## src/hdl/crz_pkg.sv

```systemverilog
// ----------------------------------------------------------------------------
// crz_pkg
// Shared constants and types of the circle rasterizer.
// ----------------------------------------------------------------------------
`default_nettype none

package crz_pkg;

  localparam int COORD_BITS_DEF = 12;
  localparam int QUEUE_DEPTH    = 4;

  // decision term increments and seed of the outline loop
  localparam int K_DIAG  = 10;
  localparam int K_AXIAL = 6;
  localparam int K_INIT  = 3;

  // input kinds carried in tuser
  localparam logic ACT_START = 1'b0;
  localparam logic ACT_STEP  = 1'b1;

  typedef struct packed {
    logic full;
    logic empty;
  } crz_qstat_t;

endpackage

`default_nettype wire

```

## src/hdl/circle_rasterizer_top.sv

```systemverilog
// ----------------------------------------------------------------------------
// circle_rasterizer_top
// Midpoint circle rasterizer: outline points or filled spans per step.
//
//   channel | direction | handshake           | payload
//   in_     | slave     | in_tvalid/in_tready | tdata fields, tuser = action
//   out_    | master    | out_tvalid/tready   | tdata fields, tlast, tuser
//
// A start or step request is taken while the queue is not full; the front
// iteration is one add/compare chain on registered state. Each step then
// yields 4 (filled) or 8 (outline) results at one per cycle from the back
// expander unless output stalls, so that expander sets sustained output. A
// 4-deep record queue lets input run ahead while output stalls. Synchronous
// active-low reset empties the queue and returns the front to idle.
// ----------------------------------------------------------------------------
`default_nettype none

module circle_rasterizer_top #(
  parameter  int COORD_BITS = crz_pkg::COORD_BITS_DEF,
  localparam int IN_W       = ((3 * COORD_BITS + 32 + 7) / 8) * 8,
  localparam int SW         = COORD_BITS + 2,
  localparam int OUT_W      = ((3 * SW + 32 + 7) / 8) * 8
) (
  input  wire logic              clk,
  input  wire logic              rst_n,
  input  wire logic              in_tvalid,
  output logic                   in_tready,
  // center_x, center_y, radius, color, filled, zero pad
  input  wire logic [IN_W-1:0]   in_tdata,
  // action
  input  wire logic              in_tuser,
  output logic                   out_tvalid,
  input  wire logic              out_tready,
  // span_start_x, span_end_x, row_y, pixel_color, zero pad
  output logic [OUT_W-1:0]       out_tdata,
  output logic                   out_tlast,
  // circle_done
  output logic                   out_tuser
);

  import crz_pkg::*;

  localparam int OW = COORD_BITS + 1;
  localparam int RW = 2 * COORD_BITS + 2 * OW + 34;

  logic [COORD_BITS-1:0]  center_x, center_y;
  logic [COORD_BITS-2:0]  radius;
  logic [31:0]            color, pixel_color;
  logic                   filled, fire, push, pop;
  logic [RW-1:0]          wr_rec, rd_rec;
  crz_qstat_t             qstat;
  logic signed [SW-1:0]   span_start_x, span_end_x, row_y;

  assign center_x = in_tdata[COORD_BITS-1:0];
  assign center_y = in_tdata[2*COORD_BITS-1:COORD_BITS];
  assign radius   = in_tdata[3*COORD_BITS-2:2*COORD_BITS];
  assign color    = in_tdata[3*COORD_BITS+30:3*COORD_BITS-1];
  assign filled   = in_tdata[3*COORD_BITS+31];

  assign in_tready = !qstat.full;
  assign fire      = in_tvalid && in_tready;

  crz_front #(.COORD_BITS(COORD_BITS)) u_front (
    .clk      (clk),
    .rst_n    (rst_n),
    .fire     (fire),
    .action   (in_tuser),
    .center_x (center_x),
    .center_y (center_y),
    .radius   (radius),
    .color    (color),
    .filled   (filled),
    .push     (push),
    .rec      (wr_rec)
  );

  crz_queue #(.WIDTH(RW), .DEPTH(QUEUE_DEPTH)) u_queue (
    .clk     (clk),
    .rst_n   (rst_n),
    .push    (push),
    .wr_data (wr_rec),
    .pop     (pop),
    .rd_data (rd_rec),
    .qstat   (qstat)
  );

  crz_back #(.COORD_BITS(COORD_BITS)) u_back (
    .clk          (clk),
    .rst_n        (rst_n),
    .qstat        (qstat),
    .rec          (rd_rec),
    .pop          (pop),
    .out_valid    (out_tvalid),
    .out_ready    (out_tready),
    .span_start_x (span_start_x),
    .span_end_x   (span_end_x),
    .row_y        (row_y),
    .pixel_color  (pixel_color),
    .last_of_step (out_tlast),
    .circle_done  (out_tuser)
  );

  assign out_tdata = OUT_W'({pixel_color, row_y, span_end_x, span_start_x});

endmodule

`default_nettype wire

```

## src/hdl/crz_front.sv

```systemverilog
// ----------------------------------------------------------------------------
// crz_front
// Holds the circle state, runs one loop iteration per step request while busy
// and pushes a step record (centre, offsets, mode, colour, done) to the queue.
// ----------------------------------------------------------------------------
`default_nettype none

module crz_front #(
  parameter  int COORD_BITS = crz_pkg::COORD_BITS_DEF,
  localparam int OW         = COORD_BITS + 1,
  localparam int DW         = COORD_BITS + 4,
  localparam int RW         = 2 * COORD_BITS + 2 * OW + 34
) (
  input  wire logic                    clk,
  input  wire logic                    rst_n,
  input  wire logic                    fire,
  input  wire logic                    action,
  input  wire logic [COORD_BITS-1:0]   center_x,
  input  wire logic [COORD_BITS-1:0]   center_y,
  input  wire logic [COORD_BITS-2:0]   radius,
  input  wire logic [31:0]             color,
  input  wire logic                    filled,
  output logic                         push,
  output logic [RW-1:0]                rec
);

  import crz_pkg::*;

  logic [COORD_BITS-1:0]  cx_r, cx_nxt, cy_r, cy_nxt;
  logic signed [OW-1:0]   x_r, x_nxt, y_r, y_nxt;
  logic signed [DW-1:0]   d_r, d_nxt, ac_r, ac_nxt, bc_r, bc_nxt;
  logic [31:0]            col_r, col_nxt;
  logic                   fill_r, fill_nxt, busy_r, busy_nxt, first_r, first_nxt;

  logic signed [OW-1:0]   x_inc, y_dec, y_inc, x_dec, rec_x, rec_y;
  logic signed [DW-1:0]   r_ext, d1, dx, dy;
  logic signed [DW:0]     test;
  logic                   done;

  always_comb begin
    cx_nxt    = cx_r;
    cy_nxt    = cy_r;
    x_nxt     = x_r;
    y_nxt     = y_r;
    d_nxt     = d_r;
    ac_nxt    = ac_r;
    bc_nxt    = bc_r;
    col_nxt   = col_r;
    fill_nxt  = fill_r;
    busy_nxt  = busy_r;
    first_nxt = first_r;
    push      = 1'b0;
    done      = 1'b0;
    rec_x     = x_r;
    rec_y     = y_r;

    r_ext = signed'(DW'(radius));
    x_inc = x_r + OW'(1);
    y_dec = y_r - OW'(1);
    y_inc = y_r + OW'(1);
    x_dec = x_r - OW'(1);
    dx    = DW'(x_inc);
    dy    = DW'(y_dec);
    d1    = d_r + bc_r;
    test  = ((DW+1)'(d1) <<< 1) + (DW+1)'(ac_r);

    if (fire && action == ACT_START) begin
      cx_nxt    = center_x;
      cy_nxt    = center_y;
      col_nxt   = color;
      fill_nxt  = filled;
      busy_nxt  = 1'b1;
      bc_nxt    = '0;
      if (filled) begin
        x_nxt     = OW'(r_ext);
        y_nxt     = '0;
        ac_nxt    = DW'(1) - (r_ext <<< 1);
        d_nxt     = '0;
        first_nxt = 1'b0;
      end else begin
        x_nxt     = '0;
        y_nxt     = OW'(r_ext);
        d_nxt     = DW'(K_INIT) - (r_ext <<< 1);
        ac_nxt    = '0;
        first_nxt = 1'b1;
      end
    end else if (fire && busy_r) begin
      push = 1'b1;
      if (fill_r) begin
        y_nxt  = y_inc;
        bc_nxt = bc_r + DW'(2);
        d_nxt  = d1;
        if (!test[DW] && test != '0) begin
          x_nxt  = x_dec;
          d_nxt  = d1 + ac_r;
          ac_nxt = ac_r + DW'(2);
        end
        done = x_nxt < y_nxt;
      end else begin
        if (first_r) begin
          first_nxt = 1'b0;
        end else begin
          x_nxt = x_inc;
          if (!d_r[DW-1] && d_r != '0) begin
            y_nxt = y_dec;
            d_nxt = d_r + ((dx - dy) <<< 2) + DW'(K_DIAG);
          end else begin
            d_nxt = d_r + (dx <<< 2) + DW'(K_AXIAL);
          end
        end
        rec_x = x_nxt;
        rec_y = y_nxt;
        done  = y_nxt < x_nxt;
      end
      if (done) begin
        busy_nxt = 1'b0;
      end
    end
  end

  assign rec = {done, fill_r, col_r, rec_y, rec_x, cy_r, cx_r};

  always_ff @(posedge clk) begin
    if (!rst_n) begin
      cx_r    <= '0;
      cy_r    <= '0;
      x_r     <= '0;
      y_r     <= '0;
      d_r     <= '0;
      ac_r    <= '0;
      bc_r    <= '0;
      col_r   <= '0;
      fill_r  <= 1'b0;
      busy_r  <= 1'b0;
      first_r <= 1'b0;
    end else begin
      cx_r    <= cx_nxt;
      cy_r    <= cy_nxt;
      x_r     <= x_nxt;
      y_r     <= y_nxt;
      d_r     <= d_nxt;
      ac_r    <= ac_nxt;
      bc_r    <= bc_nxt;
      col_r   <= col_nxt;
      fill_r  <= fill_nxt;
      busy_r  <= busy_nxt;
      first_r <= first_nxt;
    end
  end

endmodule

`default_nettype wire

```

## src/hdl/crz_queue.sv

```systemverilog
// ----------------------------------------------------------------------------
// crz_queue
// Small first-in first-out queue of step records between front and back.
// ----------------------------------------------------------------------------
`default_nettype none

module crz_queue #(
  parameter  int WIDTH = 8,
  parameter  int DEPTH = crz_pkg::QUEUE_DEPTH,
  localparam int PW    = $clog2(DEPTH),
  localparam int CW    = $clog2(DEPTH + 1)
) (
  input  wire logic              clk,
  input  wire logic              rst_n,
  input  wire logic              push,
  input  wire logic [WIDTH-1:0]  wr_data,
  input  wire logic              pop,
  output logic [WIDTH-1:0]       rd_data,
  output crz_pkg::crz_qstat_t    qstat
);

  import crz_pkg::*;

  logic [WIDTH-1:0] mem_r [DEPTH];
  logic [PW-1:0]    wptr_r, wptr_nxt, rptr_r, rptr_nxt;
  logic [CW-1:0]    cnt_r, cnt_nxt;
  logic             do_push, do_pop;

  assign qstat.full  = (cnt_r == CW'(DEPTH));
  assign qstat.empty = (cnt_r == '0);
  assign do_push     = push && !qstat.full;
  assign do_pop      = pop && !qstat.empty;
  assign rd_data     = mem_r[rptr_r];

  always_comb begin
    wptr_nxt = wptr_r;
    rptr_nxt = rptr_r;
    cnt_nxt  = cnt_r;
    if (do_push) begin
      wptr_nxt = (wptr_r == PW'(DEPTH - 1)) ? '0 : wptr_r + PW'(1);
    end
    if (do_pop) begin
      rptr_nxt = (rptr_r == PW'(DEPTH - 1)) ? '0 : rptr_r + PW'(1);
    end
    unique case ({do_push, do_pop})
      2'b10:   cnt_nxt = cnt_r + CW'(1);
      2'b01:   cnt_nxt = cnt_r - CW'(1);
      default: cnt_nxt = cnt_r;
    endcase
  end

  always_ff @(posedge clk) begin
    if (do_push) begin
      mem_r[wptr_r] <= wr_data;
    end
  end

  always_ff @(posedge clk) begin
    if (!rst_n) begin
      wptr_r <= '0;
      rptr_r <= '0;
      cnt_r  <= '0;
    end else begin
      wptr_r <= wptr_nxt;
      rptr_r <= rptr_nxt;
      cnt_r  <= cnt_nxt;
    end
  end

endmodule

`default_nettype wire

```

## src/hdl/crz_back.sv

```systemverilog
// ----------------------------------------------------------------------------
// crz_back
// Expands one step record into four spans or eight points, one result
// request per cycle, with the record held while the output stalls.
// ----------------------------------------------------------------------------
`default_nettype none

module crz_back #(
  parameter  int COORD_BITS = crz_pkg::COORD_BITS_DEF,
  localparam int OW         = COORD_BITS + 1,
  localparam int SW         = COORD_BITS + 2,
  localparam int RW         = 2 * COORD_BITS + 2 * OW + 34
) (
  input  wire logic                 clk,
  input  wire logic                 rst_n,
  input  wire crz_pkg::crz_qstat_t  qstat,
  input  wire logic [RW-1:0]        rec,
  output logic                      pop,
  output logic                      out_valid,
  input  wire logic                 out_ready,
  output logic signed [SW-1:0]      span_start_x,
  output logic signed [SW-1:0]      span_end_x,
  output logic signed [SW-1:0]      row_y,
  output logic [31:0]               pixel_color,
  output logic                      last_of_step,
  output logic                      circle_done
);

  import crz_pkg::*;

  logic [RW-1:0]          cur_r, cur_nxt;
  logic                   vld_r, vld_nxt;
  logic [2:0]             k_r, k_nxt;

  logic [COORD_BITS-1:0]  cx, cy;
  logic signed [OW-1:0]   x, y;
  logic                   fill;
  logic signed [SW-1:0]   cxs, cys, a, b, col_p, col_m, row_p, row_m;
  logic                   fire;

  assign {circle_done, fill, pixel_color, y, x, cy, cx} = cur_r;

  always_comb begin
    cxs = signed'({2'b00, cx});
    cys = signed'({2'b00, cy});
    if (fill ? k_r[1] : k_r[2]) begin
      a = SW'(y);
      b = SW'(x);
    end else begin
      a = SW'(x);
      b = SW'(y);
    end
    col_p = cxs + a;
    col_m = cxs - a;
    row_p = cys + b;
    row_m = cys - b;
    if (fill) begin
      span_start_x = col_m;
      span_end_x   = col_p;
      row_y        = k_r[0] ? row_m : row_p;
      last_of_step = (k_r == 3'd3);
    end else begin
      span_start_x = k_r[0] ? col_m : col_p;
      span_end_x   = span_start_x;
      row_y        = k_r[1] ? row_m : row_p;
      last_of_step = (k_r == 3'd7);
    end
  end

  assign out_valid = vld_r;
  assign fire      = vld_r && out_ready;
  assign pop       = !qstat.empty && (!vld_r || (fire && last_of_step));

  always_comb begin
    cur_nxt = cur_r;
    vld_nxt = vld_r;
    k_nxt   = k_r;
    if (pop) begin
      cur_nxt = rec;
      vld_nxt = 1'b1;
      k_nxt   = '0;
    end else if (fire) begin
      if (last_of_step) begin
        vld_nxt = 1'b0;
      end else begin
        k_nxt = k_r + 3'd1;
      end
    end
  end

  always_ff @(posedge clk) begin
    cur_r <= cur_nxt;
  end

  always_ff @(posedge clk) begin
    if (!rst_n) begin
      vld_r <= 1'b0;
      k_r   <= '0;
    end else begin
      vld_r <= vld_nxt;
      k_r   <= k_nxt;
    end
  end

endmodule

`default_nettype wire

```

## config.mk

```make
export PLATFORM = sky130hd
export DESIGN_NAME = circle_rasterizer_top
export DESIGN_NICKNAME = d
export VERILOG_FILES = /design/src/hdl/crz_pkg.sv /design/src/hdl/circle_rasterizer_top.sv /design/src/hdl/crz_front.sv /design/src/hdl/crz_queue.sv /design/src/hdl/crz_back.sv
export SDC_FILE = /design/constraint.sdc
export NUM_CORES = 1
export LEC_CHECK = 0
export BUFFER_PORTS_ARGS = -buffer_cell sky130_fd_sc_hd__buf_2
export CORE_MARGIN = 2
export CORE_UTILIZATION = 50
export CTS_BUF_LIST = sky130_fd_sc_hd__clkbuf_8 sky130_fd_sc_hd__clkbuf_16
export DETAILED_ROUTE_END_ITERATION = 10
export PLACE_DENSITY = 0.78
export SETUP_SLACK_MARGIN = 0.3
export SYNTH_ARGS = -nofsm -noshare
export SYNTH_HDL_FRONTEND = slang
export SYNTH_HIERARCHICAL = 1
export SYNTH_SLANG_ARGS = --single-unit
```

## constraint.sdc

```tcl
create_clock -name clk -period 10.8 [get_ports clk]
set_clock_uncertainty 0.05 [all_clocks]
set_input_delay 0.54 -clock clk [delete_from_list [all_inputs] [get_ports clk]]
set_output_delay 0.54 -clock clk [all_outputs]
set_load 0.05 [all_outputs]
```

==> run metrics <==
status completed; Die W around 260 um; Worst Setup Start Kind flip-flop; max-slew violation count 0; hold buffer count at cts 0; grt ovf 0; Max-Cap Viols 0; share of post-route cells with drive strength above 1 15.0%; area leader, netlist edfxtp_1; Crit path max-delay family compound AO/OA/AOI/OAI gates; Synth-to-Final Area Change 9.47%; Syn Area/Cell about 11 sq um; Hold Worst Slack 125 ps; Synth Area in XOR/XNOR roughly 6.0%; Initial Util 50.6%; final wirelength roughly 80,000 um; TritonCTS buffer count 54; slowest stage delay, CP 700 ps; final core occ between 50% and 60%; CTS tree done; setup violators final 0; VDD IR max 0.147 mV; RePlAce Congestion ~0.95; row count just over 90; minimum clock period just under 7000 ps; Cell Count, Final, Fillers Out about 3,800; Main synth FF type edfxtp_1; Num Clock Sinks between 500 and 600; Sum Neg Setup Slack 0 ps; fmax between 0.1 and 0.15 GHz; worst path bufs/invs 0; main combinational cell family by area after synthesis compound AO/OA/AOI/OAI gates; global-route wire length before repair 124,000 um; sequential cell area fraction in the yosys report between 40% and 50%; Synth area leaders edfxtp_1, dfxtp_1, ha_1; number of setup buffers added after CTS 0; Worst Tran Pin Value about 1000 ps; overall power a little over 8 mW; CTS Buffer Depth 3; Post-Syn Instances between 2,000 and 3,000; GRT Total Usage about a quarter; setup slack, reg-to-reg slightly below 4000 ps; Via Count ~22,000; async set or reset register ratio after synthesis 0%; initial antenna violation count 5; drt initial violations ~2,200; post-route cell area between 30,000 and 40,000 sq um; PortBufs 150; multiplexer share of the synthesized area under 10%; largest net degree at the start of global routing 88; Place WS between 3000 and 4000 ps; post-DP HPWL 55,500 um; RSZ-0062 raised after global routing no; Crit. End Element flip-flop; Yosys reg bits ~570; Worst Setup Path Type flip-flop to flip-flop; Cell variety after synth 106; iteration count of the initial detailed-routing pass 6; number of global-route vias before repair ~22,000; placed cell area between 30,000 and 40,000 sq um; Post-Synth Simple-Gate Area between 10% and 20%; final period utilization 64.0%; area of the multi-input gates around 15,000 sq um; worst path arrival time around 7300 ps; number of hold violations in the final report 0; Placed Cells about 3,700; Worst slew margin a little under a third; Ports 161; top cell type's share of synthesized area 39.5%; Filler Cells Inserted between 5,000 and 6,000; number of synthesized flops with an enable pin between 400 and 500; CP max-delay cell xnor2_4; sequential cell area approximately 16,000 sq um; H-Tree Depth 2; top cells by count, synth edfxtp_1, nand2_1, ha_1, nor2_1, dfxtp_1; setup ws final a little under 4000 ps; PwrDens 233 nW/um^2; clk_lat worst skew about 600 ps; Pleak around 13 nW; Synth Area in Adders 8.80%; Crit Path Max Fanout 18; via/cell ratio a little under 6; DRC Markers 0; Die Span Y 257 um; Final nets between 3,000 and 4,000; Hold Crit Class primary input to flip-flop; Die Area between 60,000 and 70,000 sq um; CORE AREA roughly 63,000 sq um; yosys warns 6; wire per inst 21.4 um; post-route antenna net violation count 0; Worst-path clk slew about 70 ps; Root Buffer Master clkbuf_16; Synth Area in Compound Gates between 10% and 20%; required time worst endpoint 11,200 ps; Resized cells post-CTS 0; post-synthesis instance area ~32,000 sq um; cell with the most instances after synthesis edfxtp_1
report_power, final:
group          internal [mW]  switching (mW)
Clock                   1.17           0.816
Combinational           1.18            2.26
Sequential              2.55           0.177
Total                   4.90            3.26
path summary, 6_finish.rpt:
kind | from | to | depth (start not counted)
max | u_front/d_r[1]$_SDFFE_PN0P_ | u_queue/mem_r[1][83]$_DFFE_PP_ | 27
min | in_tdata[39] | u_front/col_r[4]$_SDFFE_PN0P_ | 3
max reg2reg | u_front/d_r[1]$_SDFFE_PN0P_ | u_queue/mem_r[1][83]$_DFFE_PP_ | 27
min reg2reg | u_front/cy_r[1]$_SDFFE_PN0P_ | u_queue/mem_r[0][13]$_DFFE_PP_ | 0
kinds of logic (layout without fill, tap and decap cells):
group | after synthesis | count (layout)
buffers and inverters | 289 | 391
adder cells (fa/ha/maj) | 218 | 218
AND/OR/NAND/NOR | 776 | 776
XOR/XNOR | 215 | 215
multiplexers | 149 | 149
AO/OA/AOI/OAI | 591 | 591
flip-flops | 565 | 565
other | 1 | 9
routing by layer:
layer  wire (um)  vias up  share of wire [%]  global-route usage [%]
met5           0        -                  0                       0
li1            -    10469                  -                       -
met1       32500    10934                 40                    30.5
met3        5420      149                6.8                    3.33
met2       39100      892                 49                    40.4
met4        3320        0                4.1                    10.1
flip-flops by register name, summed over array words and instances, names as in the netlist, 13 cells and up, named ones only:
register and count:
u_queue/mem_r 336, u_front/bc_r 15, u_back/cur_r 84, u_front/d_r 16
u_front/col_r 32, u_front/y_r 13, u_front/ac_r 16
cells in the final DEF (no fill, tap or decap), types with 31 or more instances in the layout:
cell type and count:
nand2_1 245, dfxtp_1 143, mux2i_1 34, a21o_1 32, a21boi_0 63, a21oi_1 139, mux4_2 84, clkbuf_16 55
o21ai_0 121, nor2_1 170, buf_2 149, edfxtp_1 420, xnor2_1 121, nor3_1 66, ha_1 207, nand3_1 83
inv_1 119, or3_1 31, xor2_1 92
tightest hold or removal path: stages:
cell and delay (ps):
buf_2 100, nand2_1 40, a21boi_0 60
final cells by class:
type / instances / area share (%)
Antenna cell: 3 / 0.0215
Clock buffer: 58 / 4.06
Multi-Input combinational cell: 1955 / 43.2
Inverter: 114 / 1.22
Sequential cell: 565 / 44.4
Clock inverter: 44 / 1.36
Timing Repair Buffer: 175 / 2.69
Tap cell: 846 / 3.03
Power figures use the tool's default switching activity.
